--- src/design/bsq_pkg.sv ---
// Shared constants and types for the button and slider qualifier.
package bsq_pkg;

  // Button lanes handled at most, and the slider's event source code
  localparam int MaxButtons = 8;
  localparam int EventSlots = MaxButtons + 1;
  localparam int DefaultButtonCount = 8;
  localparam int KillButton = 0;
  localparam int ToggleButton = 4;

  // Field widths
  localparam int TimerWidth = 16;
  localparam int SampleWidth = 10;
  localparam int SourceWidth = 4;
  localparam int ValueWidth = 3;
  localparam int BandWidth = 3;
  localparam int CfgIndexWidth = 3;
  localparam int CfgDataWidth = 16;

  localparam logic [SourceWidth-1:0] SliderSource = 4'd8;

  // Register indexes
  localparam logic [CfgIndexWidth-1:0] RegButtonDebounce = 3'd0;
  localparam logic [CfgIndexWidth-1:0] RegSliderSettle = 3'd1;
  localparam logic [CfgIndexWidth-1:0] RegBandEdgeOne = 3'd2;
  localparam logic [CfgIndexWidth-1:0] RegBandEdgeTwo = 3'd3;
  localparam logic [CfgIndexWidth-1:0] RegBandEdgeThree = 3'd4;
  localparam logic [CfgIndexWidth-1:0] RegBandEdgeFour = 3'd5;

  // Reset values of the registers
  localparam logic [TimerWidth-1:0] DebounceReset = 16'd10;
  localparam logic [TimerWidth-1:0] SettleReset = 16'd10;
  localparam logic [SampleWidth-1:0] EdgeOneReset = 10'd695;
  localparam logic [SampleWidth-1:0] EdgeTwoReset = 10'd570;
  localparam logic [SampleWidth-1:0] EdgeThreeReset = 10'd407;
  localparam logic [SampleWidth-1:0] EdgeFourReset = 10'd293;

  // Bands
  localparam logic [BandWidth-1:0] BandNone = 3'd0;
  localparam logic [BandWidth-1:0] BandOne = 3'd1;
  localparam logic [BandWidth-1:0] BandTwo = 3'd2;
  localparam logic [BandWidth-1:0] BandThree = 3'd3;
  localparam logic [BandWidth-1:0] BandFour = 3'd4;
  localparam logic [BandWidth-1:0] BandFive = 3'd5;

  // Event found by one button lane during a tick
  typedef struct packed {
    logic fire;
    logic value;
  } lane_event_t;

  // Event found by the slider unit during a tick
  typedef struct packed {
    logic fire;
    logic [BandWidth-1:0] band;
  } slider_event_t;

  // Saturating tick counter step
  function automatic logic [TimerWidth-1:0] timer_inc(input logic [TimerWidth-1:0] t);
    timer_inc = (t == {TimerWidth{1'b1}}) ? t : t + TimerWidth'(1);
  endfunction

endpackage

--- src/design/bsq_lane.sv ---
// One debounce lane: stable-interval filter and edge event for a single button.
module bsq_lane #(
  parameter bit ACTIVE_HIGH = 1'b0
) (
  input  logic                             clk,
  input  logic                             rst,
  input  logic                             accept,
  input  logic                             raw,
  input  logic [bsq_pkg::TimerWidth-1:0]   debounce,
  output bsq_pkg::lane_event_t             event_out
);
  import bsq_pkg::*;

  logic                  raw_previous;
  logic                  stable_level;
  logic [TimerWidth-1:0] hold_timer;
  logic [TimerWidth-1:0] hold_timer_next;
  logic [TimerWidth-1:0] timer_step;
  logic                  fire;

  // Hold timer restarts on any raw change, level is taken once held long enough
  always_comb begin
    timer_step = timer_inc(hold_timer);
    fire = 1'b0;
    if (raw != raw_previous) begin
      hold_timer_next = '0;
    end else if (timer_step >= debounce && raw != stable_level) begin
      hold_timer_next = '0;
      fire = 1'b1;
    end else begin
      hold_timer_next = timer_step;
    end
  end

  assign event_out.fire = accept & fire;
  // Pull-up inputs: active-low buttons press on a falling edge
  assign event_out.value = ACTIVE_HIGH ? raw : ~raw;

  always_ff @(posedge clk) begin
    if (rst) begin
      raw_previous <= 1'b1;
      stable_level <= 1'b1;
      hold_timer <= '0;
    end else if (accept) begin
      raw_previous <= raw;
      hold_timer <= hold_timer_next;
      if (fire) begin
        stable_level <= raw;
      end
    end
  end

endmodule

--- src/design/bsq_slider.sv ---
// Slider banding against four thresholds with settle timer and change report.
module bsq_slider (
  input  logic                            clk,
  input  logic                            rst,
  input  logic                            accept,
  input  logic [bsq_pkg::SampleWidth-1:0] sample,
  input  logic [bsq_pkg::TimerWidth-1:0]  settle,
  input  logic [bsq_pkg::SampleWidth-1:0] edge_one,
  input  logic [bsq_pkg::SampleWidth-1:0] edge_two,
  input  logic [bsq_pkg::SampleWidth-1:0] edge_three,
  input  logic [bsq_pkg::SampleWidth-1:0] edge_four,
  output bsq_pkg::slider_event_t          event_out
);
  import bsq_pkg::*;

  logic [BandWidth-1:0]  band;
  logic [BandWidth-1:0]  slider_pending;
  logic [BandWidth-1:0]  slider_sent;
  logic [TimerWidth-1:0] slider_timer;
  logic [TimerWidth-1:0] slider_timer_next;
  logic                  report;

  // First threshold exceeded decides the band
  always_comb begin
    if (sample > edge_one) begin
      band = BandOne;
    end else if (sample > edge_two) begin
      band = BandTwo;
    end else if (sample > edge_three) begin
      band = BandThree;
    end else if (sample > edge_four) begin
      band = BandFour;
    end else begin
      band = BandFive;
    end
  end

  // Settle timer and report decision
  always_comb begin
    slider_timer_next = (band != slider_pending) ? '0 : timer_inc(slider_timer);
    report = (slider_timer_next > settle) && (band != slider_sent);
  end

  assign event_out.fire = accept & report;
  assign event_out.band = band;

  always_ff @(posedge clk) begin
    if (rst) begin
      slider_pending <= BandNone;
      slider_sent <= BandNone;
      slider_timer <= '0;
    end else if (accept) begin
      slider_pending <= band;
      slider_timer <= slider_timer_next;
      if (report) begin
        slider_sent <= band;
      end
    end
  end

endmodule

--- src/design/bsq_merge.sv ---
// Merge stage: holds one tick's events and sends them out one per transaction.
module bsq_merge (
  input  logic                                 clk,
  input  logic                                 rst,
  input  logic                                 accept,
  output logic                                 take_ready,
  input  bsq_pkg::lane_event_t [bsq_pkg::MaxButtons-1:0] button_events,
  input  bsq_pkg::slider_event_t               slider_event,
  output logic                                 out_valid,
  input  logic                                 out_ready,
  output logic [bsq_pkg::SourceWidth-1:0]      out_source,
  output logic [bsq_pkg::ValueWidth-1:0]       out_value,
  output logic                                 out_last
);
  import bsq_pkg::*;

  localparam int LevelIndexWidth = $clog2(MaxButtons);

  logic                  batch_valid;
  logic [EventSlots-1:0] batch_mask;
  logic [MaxButtons-1:0] batch_level;
  logic [BandWidth-1:0]  batch_band;

  logic [EventSlots-1:0] new_mask;
  logic [MaxButtons-1:0] new_level;
  logic [SourceWidth-1:0] pick;
  logic [EventSlots-1:0] remaining;
  logic                  send;
  logic                  load;

  // Gather this tick's events
  always_comb begin
    for (int k = 0; k < MaxButtons; k++) begin
      new_mask[k] = button_events[k].fire;
      new_level[k] = button_events[k].value;
    end
    new_mask[EventSlots-1] = slider_event.fire;
  end

  // Lowest pending source goes first
  always_comb begin
    pick = '0;
    for (int k = EventSlots - 1; k >= 0; k--) begin
      if (batch_mask[k]) begin
        pick = SourceWidth'(k);
      end
    end
    remaining = batch_mask & ~(EventSlots'(1) << pick);
  end

  assign send = batch_valid && (!out_valid || out_ready);
  assign load = accept && (new_mask != '0);
  assign take_ready = !batch_valid || (send && remaining == '0);

  // Batch control
  always_ff @(posedge clk) begin
    if (rst) begin
      batch_valid <= 1'b0;
    end else if (load) begin
      batch_valid <= 1'b1;
    end else if (send && remaining == '0) begin
      batch_valid <= 1'b0;
    end
  end

  // Batch payload
  always_ff @(posedge clk) begin
    if (load) begin
      batch_mask <= new_mask;
      batch_level <= new_level;
      batch_band <= slider_event.band;
    end else if (send) begin
      batch_mask <= remaining;
    end
  end

  // Output register
  always_ff @(posedge clk) begin
    if (rst) begin
      out_valid <= 1'b0;
    end else if (send) begin
      out_valid <= 1'b1;
    end else if (out_ready) begin
      out_valid <= 1'b0;
    end
  end

  always_ff @(posedge clk) begin
    if (send) begin
      out_source <= pick;
      out_last <= (remaining == '0);
      if (pick == SliderSource) begin
        out_value <= batch_band;
      end else begin
        out_value <= ValueWidth'(batch_level[pick[LevelIndexWidth-1:0]]);
      end
    end
  end

endmodule

--- src/design/button_and_slider_qualifier.sv ---
// Top level of the button and slider qualifier.
// Usage: one input transaction per millisecond tick on s_tdata carries the raw
// pull-up button levels and one slider ADC sample. Each button runs in its own
// debounce lane; the slider unit bands the sample and applies the settle time.
// Every qualified change leaves as one output transaction on m_tdata (source,
// value), buttons in index order, then the slider; m_tlast marks the tick's
// final event. A tick with no qualified change produces no output.
// Path: an accepted tick's events pass through the event buffer and then the
// output register before they show on m_tvalid. While m_tready does not stall
// it, the output register sends one event per cycle; s_tready is high again in
// the cycle a tick's last event moves to the output register. Ticks with at
// most one event are taken back to back, one per cycle, while the output is
// not stalled.
// Stalls: when m_tready is low the output register and event buffer hold, and
// s_tready drops once the buffer is occupied. Configuration writes on cfg_we
// take effect at once and are meant for idle periods.
// Reset (rst, synchronous): registers return to their defaults, every lane's level
// reads high (released for active-low buttons), no slider band is pending or sent, output is empty.
module button_and_slider_qualifier #(
  parameter int BUTTON_COUNT = bsq_pkg::DefaultButtonCount
) (
  input  logic                              clk,
  input  logic                              rst,
  input  logic                              s_tvalid,
  output logic                              s_tready,
  // [7:0] button_levels, [17:8] slider_sample, [23:18] zero
  input  logic [23:0]                       s_tdata,
  output logic                              m_tvalid,
  input  logic                              m_tready,
  // [3:0] event_source, [6:4] event_value, [7] zero
  output logic [7:0]                        m_tdata,
  output logic                              m_tlast,
  input  logic                              cfg_we,
  input  logic [bsq_pkg::CfgIndexWidth-1:0] cfg_index,
  input  logic [bsq_pkg::CfgDataWidth-1:0]  cfg_data
);
  import bsq_pkg::*;

  localparam int LaneCount = (BUTTON_COUNT < MaxButtons) ? BUTTON_COUNT : MaxButtons;

  logic [TimerWidth-1:0]  button_debounce_ms;
  logic [TimerWidth-1:0]  slider_settle_ms;
  logic [SampleWidth-1:0] band_edge_one;
  logic [SampleWidth-1:0] band_edge_two;
  logic [SampleWidth-1:0] band_edge_three;
  logic [SampleWidth-1:0] band_edge_four;

  logic                    accept;
  logic [MaxButtons-1:0]   button_levels;
  logic [SampleWidth-1:0]  slider_sample;
  lane_event_t [MaxButtons-1:0] button_events;
  slider_event_t           slider_event;
  logic [SourceWidth-1:0]  event_source;
  logic [ValueWidth-1:0]   event_value;

  assign accept = s_tvalid & s_tready;
  assign button_levels = s_tdata[MaxButtons-1:0];
  assign slider_sample = s_tdata[MaxButtons +: SampleWidth];

  // Configuration registers
  always_ff @(posedge clk) begin
    if (rst) begin
      button_debounce_ms <= DebounceReset;
      slider_settle_ms <= SettleReset;
      band_edge_one <= EdgeOneReset;
      band_edge_two <= EdgeTwoReset;
      band_edge_three <= EdgeThreeReset;
      band_edge_four <= EdgeFourReset;
    end else if (cfg_we) begin
      case (cfg_index)
        RegButtonDebounce: button_debounce_ms <= cfg_data;
        RegSliderSettle:   slider_settle_ms <= cfg_data;
        RegBandEdgeOne:    band_edge_one <= cfg_data[SampleWidth-1:0];
        RegBandEdgeTwo:    band_edge_two <= cfg_data[SampleWidth-1:0];
        RegBandEdgeThree:  band_edge_three <= cfg_data[SampleWidth-1:0];
        RegBandEdgeFour:   band_edge_four <= cfg_data[SampleWidth-1:0];
        default: ;
      endcase
    end
  end

  // Debounce lanes; kill switch and toggle report the raw level directly
  genvar g;
  generate
    for (g = 0; g < MaxButtons; g++) begin : g_lane
      if (g < LaneCount) begin : g_used
        bsq_lane #(
          .ACTIVE_HIGH((g == KillButton) || (g == ToggleButton))
        ) u_lane (
          .clk       (clk),
          .rst       (rst),
          .accept    (accept),
          .raw       (button_levels[g]),
          .debounce  (button_debounce_ms),
          .event_out (button_events[g])
        );
      end else begin : g_unused
        assign button_events[g] = '0;
      end
    end
  endgenerate

  bsq_slider u_slider (
    .clk        (clk),
    .rst        (rst),
    .accept     (accept),
    .sample     (slider_sample),
    .settle     (slider_settle_ms),
    .edge_one   (band_edge_one),
    .edge_two   (band_edge_two),
    .edge_three (band_edge_three),
    .edge_four  (band_edge_four),
    .event_out  (slider_event)
  );

  bsq_merge u_merge (
    .clk           (clk),
    .rst           (rst),
    .accept        (accept),
    .take_ready    (s_tready),
    .button_events (button_events),
    .slider_event  (slider_event),
    .out_valid     (m_tvalid),
    .out_ready     (m_tready),
    .out_source    (event_source),
    .out_value     (event_value),
    .out_last      (m_tlast)
  );

  assign m_tdata = {1'b0, event_value, event_source};

endmodule

--- config.mk ---
export PLATFORM = sky130hd
export DESIGN_NAME = button_and_slider_qualifier
export DESIGN_NICKNAME = d
export VERILOG_FILES = /design/src/design/bsq_pkg.sv /design/src/design/bsq_lane.sv /design/src/design/bsq_slider.sv /design/src/design/bsq_merge.sv /design/src/design/button_and_slider_qualifier.sv
export SDC_FILE = /design/constraint.sdc
export NUM_CORES = 1
export LEC_CHECK = 0
export BUFFER_PORTS_ARGS = -buffer_cell sky130_fd_sc_hd__buf_4
export CORE_MARGIN = 2
export CORE_UTILIZATION = 52
export CTS_CLUSTER_SIZE = 24
export DETAILED_ROUTE_END_ITERATION = 12
export MAX_ROUTING_LAYER = met4
export PLACE_DENSITY = 0.68
export SLEW_MARGIN = 20
export SYNTH_ARGS = -nofsm -noshare
export SYNTH_HDL_FRONTEND = slang
export SYNTH_HIERARCHICAL = 1
export SYNTH_SLANG_ARGS = --single-unit
--- constraint.sdc ---
create_clock -name clk -period 7.1 [get_ports clk]
set_input_delay 0.355 -clock clk [delete_from_list [all_inputs] [get_ports clk]]
set_output_delay 0.355 -clock clk [all_outputs]
set_load 0.005 [all_outputs]
Yosys cells after proc, flatten, opt, wreduce, memory -nomap -nowiden
Cells that the tools add are included.
{ "op_classes": {"bitwise": 18, "n_reduce_logical": 37, "n_shift": 1, "n_lt_le_gt_ge": 14, "addsub": 9, "eq_ne": 33, "mux": 64} }
{ "ops": {"columns": ["op", "count"], "rows": [
  ["16-bit 2-to-1 mux", 26],
  ["16-bit by 1-bit adder with 16-bit output (second input constant)", 9],
  ["16-bit == test (second input constant)", 9],
  ["16-bit >= comparator", 8],
  ["10-bit > comparator", 4],
  ["4-bit 2-to-1 mux", 9],
  ["2-bit AND reduction", 15],
  ["1-bit 2-to-1 mux", 23],
  ["9-bit 2-to-1 mux", 2],
  ["16-bit > comparator", 1],
  ["1-bit != test", 16],
  ["1-bit logical AND", 12],
  ["1-bit bitwise AND", 10],
  ["9-bit bitwise AND", 1],
  ["9-bit logical NOT", 1],
  ["3-bit 2-to-1 mux", 3],
  ["9-bit NOT", 1],
  ["9-bit nonzero test", 1],
  ["1-bit by 4-bit << shifter with 9-bit output (first input constant)", 1],
  ["3-bit by 2-bit == test with 1-bit output (second input constant)", 2],
  ["3-bit == test (second input constant)", 2],
  ["3-bit != test", 2],
  ["1-bit NOT", 6],
  ["2-bit nonzero test", 3],
  ["7 further kinds", 9]
]} }
{ "word_totals": {"ff_bits": 268, "in_bits": 48, "wordCells": 218, "output_inout_bits": 11} }

Depth between registers and ports, before layout
Gate-level depths: netlist of the first run.
{ "logic_depth": {"ltp_word": 20, "ltp_mapped": 24, "depth_no_buf": 21} }

Hierarchy
The synthesis of the first run kept the hierarchy.
{ "modules_own_cells": {"columns": ["module", "area_per_inst_um2", "cells_each", "seq_area_each_um2", "n_inst"], "rows": [
  ["bsq_lane at g_lane[1].g_used.u_lane ...", 1541.5, 197, 360.3, 6],
  ["bsq_lane at g_lane[0].g_used.u_lane ...", 1579.0, 196, 360.3, 2],
  ["bsq_slider", 2980.4, 398, 440.4, 1],
  ["button_and_slider_qualifier", 2894.0, 272, 1441.4, 1],
  ["bsq_merge", 1393.8, 126, 880.8, 1]
]} }

Worst setup path before layout of the first run
No wires, ideal clock.
{ "synth_path": {"path_type": "input to register", "startpoint": "input port s_tdata[13]", "endpoint": "register u_merge.batch_mask[1] (data pin)", "setup_ns": 0.286, "path_stages": 22, "arrival_time_ns": 5.195, "required_time_ns": 6.814, "path_slack_ns": 1.619, "n_path_buf": 3, "path_cell_list": "ha_1 a21oi_2 o21ai_2 a2111oi_4 a2bb2o_4 nor4bb_4 o32ai_4 buf_6 buf_4 a21oi_1 ha_1 nor2b_1 o21a_1 o21ai_0 a21oi_1 o31ai_1 a221oi_1 a21boi_0 nor4_1 a31oi_1 clkbuf_1 o21ai_0"} }
{ "synth_lines": {"columns": ["element", "line_no", "rtl"], "rows": [
  ["start: declaration", "button_and_slider_qualifier.sv:27", "input logic [23:0] s_tdata,"],
  ["end signal: assignment", "bsq_merge.sv:69", "batch_mask <= new_mask;"],
  ["end signal: assignment", "bsq_merge.sv:73", "batch_mask <= remaining;"],
  ["end: declaration", "bsq_merge.sv:20", "logic [EventSlots-1:0] batch_mask;"]
]} }

==> implementation parameters, run 1 <==
Parameter                              Value

Critical path
  Destination of the critical timing path    u_merge/batch_valid$_SDFFE_PP0P_
  Worst r2r src    band_edge_three[5]$_SDFFE_PP0P_
  Startpoint of the worst setup timing path    band_edge_three[5]$_SDFFE_PP0P_
  Worst setup EP type    flip-flop
  Slowest stage cell, crit path    sky130_fd_sc_hd__o32ai_4
  FF-to-FF setup slack    ~0.97 ns
  Max Fanout on Critical Path    19
  Data arrival time of the critical path    about 6.6 ns
  Startpoint type of the worst setup path    flip-flop
  Largest incremental delay on the critical path    0.78 ns
  Critical path type    reg -> reg
  Required time of the worst setup path    7.52 ns
  End of the worst register-to-register path    u_merge/batch_valid$_SDFFE_PP0P_
  Cell-by-cell listing of the critical path    inv_1, ha_1, a21oi_1, o21ai_1, a2111o_1, a2bb2o_4, nor4bb_4, o32ai_4, buf_4, nor2_1, ha_1, nand4_1, a21oi_1, o31ai_1, a221oi_1, a21boi_0, nor4_1, a31oi_2, buf_4, nor2_1, a211oi_1
  Path depth of the worst reg2reg path    21

Logic synthesis
  Cells after Synth    2370
  Synthesized cell area    19700 um2
  Sequential cell area fraction in the yosys report    0.287
  Ys flop type    sky130_fd_sc_hd__dfxtp_1
  Number of enable flip-flop cells after synthesis    28
  Share of async-settable or async-resettable flops after synthesis    0
  Yosys warning count    6
  Unique cell type count in the Yosys netlist    85
  Flop and latch count out of synthesis    268
  Synthesized netlist net count    between 2000 and 3000
  Syn_area_per_cell    about 8.3 um2

Placement
  # port buffers    51
  Routability cong.    0.889
  Instance area after placement    between 20000 and 25000 um2
  Placed Cells incl. Taps    2858
  Pre-CTS setup slack    0.896 ns
  Post-DP HPWL    36.0 mm

Clock network
  CTS sink count    268
  Clock insertion delay at the later pin of the skew report    0.53 ns
  Max clock buf depth    3
  Clock tree from TritonCTS    built
  Root Driver    sky130_fd_sc_hd__clkbuf_16
  Number of levels in the clock H-tree    2
  Clock-pin slew on the worst setup and hold paths    around 0.06 ns
  Post-CTS Setup Repair Bufs    0
  Count of instances resized after the clock tree is built    0
  TritonCTS buffer count    34
  Post-CTS Hold Fix Bufs    0

STA
  Number of failing hold endpoints at the final stage    0
  Final Critical Period    just over 6 ns
  Final-layout worst hold slack    0.0709 ns
  Measured slew at the worst slew-check pin    1.11 ns
  Final setup fails    0
  Clock skew after layout    0.0269 ns
  Max-slew headroom    0.260
  Worst path setup slack after routing    0.967 ns
  Max Fclk    163 MHz
  Share of the cycle needed by the critical path after routing    0.864
  Final Max Tran Viols    0
  Unrepaired setup endpoints after global routing    false
  Post-Route Setup TNS    0 ns

Finish
  Final non-filler cell total    ~2900
  Core occupancy in the finished layout    0.570
  Proportion of layout cells with a drive suffix above 1    0.0964
  Most common library cell in the layout ignoring fill and taps    sky130_fd_sc_hd__dfxtp_1
  Post-route standard cell area excluding fillers    21400 um2
  Multi-input gate area in the final layout    12700 um2
  Top library cells by usage in the layout, fill and taps aside    240 x sky130_fd_sc_hd__dfxtp_1, 230 x sky130_fd_sc_hd__inv_1, 216 x sky130_fd_sc_hd__nand2_1, 193 x sky130_fd_sc_hd__ha_1, 186 x sky130_fd_sc_hd__nor2_1
  Register cell area after layout    5650 um2
  Nets@finish    2624
  Post-synthesis to final-layout area growth    8.62%
  Fill cell instance count of the final layout    roughly 3400

Worst hold path
  Startpoint of the most critical hold path    s_tdata[0]
  Class of the worst hold path    in -> reg

Detailed routing
  DRT antenna net count    0
  Final wirelength    51.0 mm
  Vias per Instance    between 5 and 6
  Via count    between 15000 and 20000
  Drt wl/cell    17.5 um
  Starting DRT DRC Count    1164
  TritonRoute pass-1 iters    5
  Residual DRC count    0

Floorplanning
  I/O Pins    59
  DIE HEIGHT    199 um
  Number of rows in the core area    71
  Chip width    199 um
  DIE AREA    39400 um2
  Core outline area    37500 um2
  Starting Density    0.525

Global routing
  Maximum number of pins on one net before global-route repair    86
  Initial antenna violation count    1
  Aggregate global routing overflow    0
  Overall routing resource usage    0.266
  Via count of the first global-routing pass    16300
  Global-route wire length before repair    82.3 mm

Pwr
  Overall Power    3.62 mW
  Power per unit of standard cell area    169 nW/um2
  Max IR drop VDD    between 0.0002 and 0.00025 V
  Leakage dissipation    8.91 nW

Flow run
  Reported max-cap violation count    0

Status
  Status    completed
## critical path, delay by kind of cell, from the launching register on
kind,cells,cell delay [ns]
adders and majority gates,2,0.60
and+or+nand+nor,5,0.53
buffers and inverters,3,0.69
DFF,1,0.33
AOI/OAI and AO/OA,11,3.84
## flip-flops by register name, summed over array words and instances (netlist names)
register	cells
u_merge/batch_band	3
g_lane.g_used.u_lane/hold_timer	128
u_merge/out_source	4
g_lane.g_used.u_lane/stable_level	8
band_edge_four	10
u_merge/out_last	1
button_debounce_ms	16
slider_settle_ms	16
u_slider/slider_pending	3
band_edge_three	10
band_edge_two	10
u_merge/batch_level	8
u_slider/slider_timer	16
u_merge/batch_mask	9
g_lane.g_used.u_lane/raw_previous	8
u_merge/batch_valid	1
u_slider/slider_sent	3
u_merge/out_value	3
band_edge_one	10
u_merge/out_valid	1
## per-layer routing
metal	global-route usage	routed length, um	vias to the layer above
met5	-	0	-
met4	0.101	1820	0
met3	0.0319	2340	99
met2	0.425	23000	408
met1	0.345	23800	8223
li1	-	-	8639
## synth_stat cells (12+ instances only)
cell | instances | area share
sky130_fd_sc_hd__a211oi_1 | 20 | 0.0076
sky130_fd_sc_hd__a21o_1 | 33 | 0.013
sky130_fd_sc_hd__a21oi_1 | 110 | 0.028
sky130_fd_sc_hd__a31oi_1 | 27 | 0.0086
sky130_fd_sc_hd__a32o_1 | 88 | 0.045
sky130_fd_sc_hd__and2_1 | 14 | 0.0045
sky130_fd_sc_hd__and3_1 | 44 | 0.014
sky130_fd_sc_hd__buf_4 | 16 | 0.0061
sky130_fd_sc_hd__buf_6 | 14 | 0.0080
sky130_fd_sc_hd__clkbuf_1 | 44 | 0.0084
sky130_fd_sc_hd__dfxtp_1 | 240 | 0.24
sky130_fd_sc_hd__edfxtp_1 | 28 | 0.043
sky130_fd_sc_hd__ha_1 | 193 | 0.12
sky130_fd_sc_hd__inv_1 | 230 | 0.044
sky130_fd_sc_hd__mux2i_1 | 87 | 0.044
sky130_fd_sc_hd__nand2_1 | 216 | 0.041
sky130_fd_sc_hd__nand2b_1 | 77 | 0.024
sky130_fd_sc_hd__nand3_1 | 113 | 0.029
sky130_fd_sc_hd__nand4_1 | 21 | 0.0067
sky130_fd_sc_hd__nor2_1 | 193 | 0.037
sky130_fd_sc_hd__nor2b_1 | 23 | 0.0073
sky130_fd_sc_hd__nor3_1 | 62 | 0.016
sky130_fd_sc_hd__nor4_1 | 12 | 0.0038
sky130_fd_sc_hd__o2111ai_1 | 17 | 0.0076
sky130_fd_sc_hd__o211ai_1 | 48 | 0.018
sky130_fd_sc_hd__o21a_1 | 42 | 0.016
sky130_fd_sc_hd__o21ai_0 | 78 | 0.020
sky130_fd_sc_hd__o221ai_1 | 17 | 0.0076
sky130_fd_sc_hd__or2_2 | 29 | 0.0092
sky130_fd_sc_hd__or3_1 | 15 | 0.0048
sky130_fd_sc_hd__xnor2_1 | 26 | 0.012
sky130_fd_sc_hd__xor2_1 | 16 | 0.0071
## worst min path at each step
stage                                       end  cells past startpoint
5_1_grt        u_merge/batch_level[0]$_DFFE_PP_                      1
4_1_cts        u_merge/batch_level[0]$_DFFE_PP_                      1
3_5_place_dp   slider_settle_ms[5]$_SDFFE_PP0P_                      2
3_3_place_gp   slider_settle_ms[8]$_SDFFE_PP0P_                      2
2_1_floorplan    u_merge/out_valid$_SDFFE_PP0P_                      1
6_report       u_merge/batch_level[0]$_DFFE_PP_                      1
## cell type report
cell class,count,area share
Multi-Input combinational cell,1785,0.593
Sequential cell,268,0.264
Clock buffer,51,0.0457
Inverter,230,0.0404
Tap cell,511,0.0299
Timing Repair Buffer,64,0.0225
Clock inverter,8,0.00404
Antenna cell,1,0.000117
## power breakdown
part	leakage, nW	total, mW	internal, mW	switching (mW)
sequential	2.19	1.59	1.55	0.0350
clock	0.518	1.67	0.990	0.680
combinational	6.20	0.364	0.137	0.227
## kinds of logic (layout without fill, tap and decap cells)
| group | count (synthesis) | in the layout | synth area share |
|---|---|---|---|
| AND/OR/NAND/NOR | 882 | 882 | 0.227 |
| AO/OA/AOI/OAI | 568 | 568 | 0.223 |
| buffers and inverters | 317 | 353 | 0.0704 |
| flip-flops | 268 | 268 | 0.287 |
| adder cells (fa/ha/maj) | 193 | 193 | 0.123 |
| multiplexers | 97 | 97 | 0.0500 |
| XOR/XNOR | 44 | 44 | 0.0203 |
| other | 1 | 2 | 0.000191 |
Note: power is estimated with default switching activity, not from simulation.
==> run 2: changes to the inputs <==
Settings changed: ABC_AREA set to 1.
==> run 2 against run 1 <==
Cell count up 21%. Power grew 10%. First-iteration DRC count rose by 7.9%. Setup slack better by 0.88 ns. Clock skew is 0.011 ns lower. Critical path depth rose by 2. Sequential power up 4%. Synthesized cell count is 25% higher. Largest power group unchanged. Hold slack worse by 0.030 ns. Global-route usage fell by 0.42 points. Via count up 7.4%.
==> implementation parameters, run 2 <==
Parameter                              Value

Status
  Status    completed

Floorplanning
  I/O Pins    59 (unchanged)
  Number of rows in the core area    73 (+2.8%)
  Core outline area    39800 um2 (+6.2%)
  Chip width    205 um (+3.4%)
  DIE HEIGHT    205 um (+3.4%)
  Starting Density    0.529 (+0.00392)
  DIE AREA    42100 um2 (+6.9%)

Pwr
  Switching portion of total power    0.298 (+0.0381)
  Power per unit of standard cell area    176 nW/um2 (+3.8%)
  P_sw    1.19 mW (+27%)
  Internal Dissipation    2.80 mW (+4.8%)
  Sequential power share    0.412 (-0.026)
  Overall Power    4.00 mW (+10%)
  Combinational fraction of design power    0.145 (+0.044)
  Max IR drop VDD    0.000185 V (-15%)
  Clock power frac    0.443 (-0.018)
  Leakage dissipation    10.1 nW (+14%)

Detailed routing
  Via count    18700 (+7.4%)
  Residual DRC count    0 (unchanged)
  Drt wl/cell    15.1 um (-14%)
  Vias per Instance    5.29 (-11%)
  TritonRoute pass-1 iters    5 (unchanged)
  Final wirelength    53.0 mm (+4.0%)
  Starting DRT DRC Count    1256 (+7.9%)
  DRT antenna net count    0 (unchanged)

STA
  Final Max Tran Viols    0 (unchanged)
  Unrepaired setup endpoints after global routing    false
  Worst path setup slack after routing    1.85 ns (+0.879 ns)
  Final setup fails    0 (unchanged)
  Clock skew after layout    0.0156 ns (-0.0113 ns)
  Share of the cycle needed by the critical path after routing    0.740 (-0.124)
  Post-Route Setup TNS    0 ns (unchanged)
  Max-slew headroom    0.315 (+0.0554)
  Number of failing hold endpoints at the final stage    0 (unchanged)
  Final Critical Period    5.25 ns (-0.879 ns)
  Max Fclk    190 MHz (+17%)
  Measured slew at the worst slew-check pin    1.03 ns (-0.0801 ns)

Placement
  Pre-CTS setup slack    1.85 ns (+0.958 ns)
  # port buffers    51 (unchanged)
  Post-DP HPWL    37.5 mm (+4.0%)
  Placed Cells incl. Taps    3461 (+21%)
  Routability cong.    0.911 (+2.5%)

Logic synthesis
  Synthesized netlist net count    3200 (+23%)
  Cells after Synth    2959 (+25%)
  Flop and latch count out of synthesis    268 (unchanged)
  Most area-consuming cells after synthesis    sky130_fd_sc_hd__dfxtp_1 23%, sky130_fd_sc_hd__nand2_1 12%, sky130_fd_sc_hd__ha_1 11%
  Portion of synthesized cell area occupied by the leading cell type    0.228 (-0.0160)
  Ys flop type    sky130_fd_sc_hd__dfxtp_1
  Synthesized cell area    21100 um2 (+7.0%)
  Sequential cell area fraction in the yosys report    0.268 (-0.0188)
  Yosys top cell by area    sky130_fd_sc_hd__dfxtp_1
  Share of async-settable or async-resettable flops after synthesis    0 (unchanged)
  Ranking of synthesized cells by instance count    668 x sky130_fd_sc_hd__nand2_1, 415 x sky130_fd_sc_hd__inv_1, 309 x sky130_fd_sc_hd__nor2_1, 240 x sky130_fd_sc_hd__dfxtp_1, 212 x sky130_fd_sc_hd__nand3_1
  Yosys warning count    6 (unchanged)
  Number of enable flip-flop cells after synthesis    28 (unchanged)
  Syn_area_per_cell    7.12 um2 (-14%)
  Most numerous cell in the Yosys netlist    sky130_fd_sc_hd__nand2_1
  Unique cell type count in the Yosys netlist    44 (-48%)

Finish
  Most flops, register    g_lane.g_used.u_lane/hold_timer
  Final non-filler cell total    3523 (+21%)
  Max reg flops    128 (unchanged)
  Post-synthesis to final-layout area growth    8.06%
  Proportion of layout cells with a drive suffix above 1    0.169 (+0.0724)
  Nets@finish    3213 (+22%)
  Antenna diode instance count    0 (-1)
  Most common library cell in the layout ignoring fill and taps    sky130_fd_sc_hd__nand2_1
  Top library cells by usage in the layout, fill and taps aside    668 x sky130_fd_sc_hd__nand2_1, 414 x sky130_fd_sc_hd__inv_1, 309 x sky130_fd_sc_hd__nor2_1, 240 x sky130_fd_sc_hd__dfxtp_1, 212 x sky130_fd_sc_hd__nand3_1

Clock network
  Count of instances resized after the clock tree is built    0 (unchanged)
  Post-CTS Hold Fix Bufs    0 (unchanged)
  Clock insertion delay at the later pin of the skew report    0.55 ns (+0.02 ns)
  Clock tree from TritonCTS    built
  Clock-pin slew on the worst setup and hold paths    0.06 ns (about the same)
  Root Driver    sky130_fd_sc_hd__clkbuf_16
  CTS sink count    268 (unchanged)
  TritonCTS buffer count    34 (unchanged)
  Number of levels in the clock H-tree    2 (unchanged)
  Post-CTS Setup Repair Bufs    0 (unchanged)
  Max clock buf depth    3 (unchanged)

Worst hold path
  Class of the worst hold path    in -> reg

Global routing
  Global-route wire length before repair    86.6 mm (+5.2%)
  Overall routing resource usage    0.262 (-0.00418)
  Initial antenna violation count    0 (-1)
  Maximum number of pins on one net before global-route repair    73 (-15%)
  Via count of the first global-routing pass    17800 (+9.0%)
  Aggregate global routing overflow    0 (unchanged)

Critical path
  Data arrival time of the critical path    5.52 ns (-1.04 ns)
  Max Fanout on Critical Path    44 (+25)
  Startpoint type of the worst setup path    flip-flop
  Critical path type    reg -> reg
  Worst setup EP type    flip-flop
  Required time of the worst setup path    7.36 ns (-0.16 ns)

Flow run
  Reported max-cap violation count    0 (unchanged)
==> run 2: critical path, cell delays in order (launching register included) <==
cell	delay [ns]
sky130_fd_sc_hd__edfxtp_1	0.44
sky130_fd_sc_hd__nor2_4	0.16
sky130_fd_sc_hd__inv_1	0.08
sky130_fd_sc_hd__a21oi_4	0.31
sky130_fd_sc_hd__nand4_1	0.15
sky130_fd_sc_hd__nand2_1	0.11
sky130_fd_sc_hd__nand2_1	0.06
sky130_fd_sc_hd__clkinv_1	0.04
sky130_fd_sc_hd__nand2_1	0.08
sky130_fd_sc_hd__nor2_2	0.10
sky130_fd_sc_hd__nand3_2	0.07
sky130_fd_sc_hd__nand2_2	0.10
sky130_fd_sc_hd__nand2_1	0.07
sky130_fd_sc_hd__inv_2	0.22
sky130_fd_sc_hd__buf_4	0.49
sky130_fd_sc_hd__inv_2	0.28
sky130_fd_sc_hd__nor2_4	0.52
sky130_fd_sc_hd__inv_1	0.12
sky130_fd_sc_hd__nor2_1	0.30
sky130_fd_sc_hd__nor4_1	0.14
sky130_fd_sc_hd__nand3_1	0.08
sky130_fd_sc_hd__nand2_1	0.16
sky130_fd_sc_hd__inv_1	0.65
sky130_fd_sc_hd__o21ai_0	0.21
==> run 2: power by group through the flow <==
stage / combinational, mW / clock, mW / sequential (mW)
floorplan: 0.446 / 0 / 1.65
global placement: 0.556 / 0 / 1.68
detailed placement: 0.575 / 0 / 1.68
CTS: 0.578 / 1.81 / 1.65
global route: 0.655 / 1.87 / 1.65
finish: 0.579 / 1.77 / 1.65
==> run 2: logic make-up (layout without fill, tap and decap cells) <==
family / after synthesis / count (layout) / synth area share
buffers and inverters: 529 / 568 / 0.106
xor gates and xnor gates: 114 / 114 / 0.0478
and+or+nand+nor: 1528 / 1528 / 0.367
DFF: 268 / 268 / 0.268
AOI/OAI and AO/OA: 326 / 326 / 0.0961
adders and majority gates: 193 / 193 / 0.115
other: 1 / 1 / 0.000178
==> run 2: worst paths after layout <==
| check | cells after the start | to | start | slack, ns |
|---|---|---|---|---|
| setup / recovery | 23 | u_merge/batch_mask[5]$_DFFE_PP_ | u_merge/batch_mask[1]$_DFFE_PP_ | 1.85 |
| setup reg to reg | 23 | u_merge/batch_mask[5]$_DFFE_PP_ | u_merge/batch_mask[1]$_DFFE_PP_ | 1.85 |
| hold reg to reg | 2 | band_edge_two[4]$_SDFFE_PP1P_ | band_edge_two[4]$_SDFFE_PP1P_ | 0.46 |
| hold / removal | 3 | band_edge_three[8]$_SDFFE_PP1P_ | cfg_data[8] | 0.04 |
==> run 2: cell type report <==
type	instances	area, um2
well taps	525	657
clock inverters	25	256
multi-input cells	2162	13200
fillers	3814	17100
clock buffers	37	893
repair buffers	56	424
flip-flops and latches	268	5650
inverters	450	1690
==> run 2: through the flow <==
stage / util / hold slack, ns / area [um2]
global placement: 0.542 / 0.440 / 21600
CTS: 0.571 / 0.0225 / 22800
floorplan: - / 0.417 / 21100
finish: 0.571 / 0.0411 / 22800
global route: 0.571 / 0.0393 / 22800
detailed placement: 0.542 / 0.444 / 21600
==> run 2: layer usage <==
metal / track usage / wire, um
met3: 0.0328 / 2630
met4: 0.0946 / 1850
met2: 0.434 / 24700
met1: 0.327 / 23900
met5: - / 0
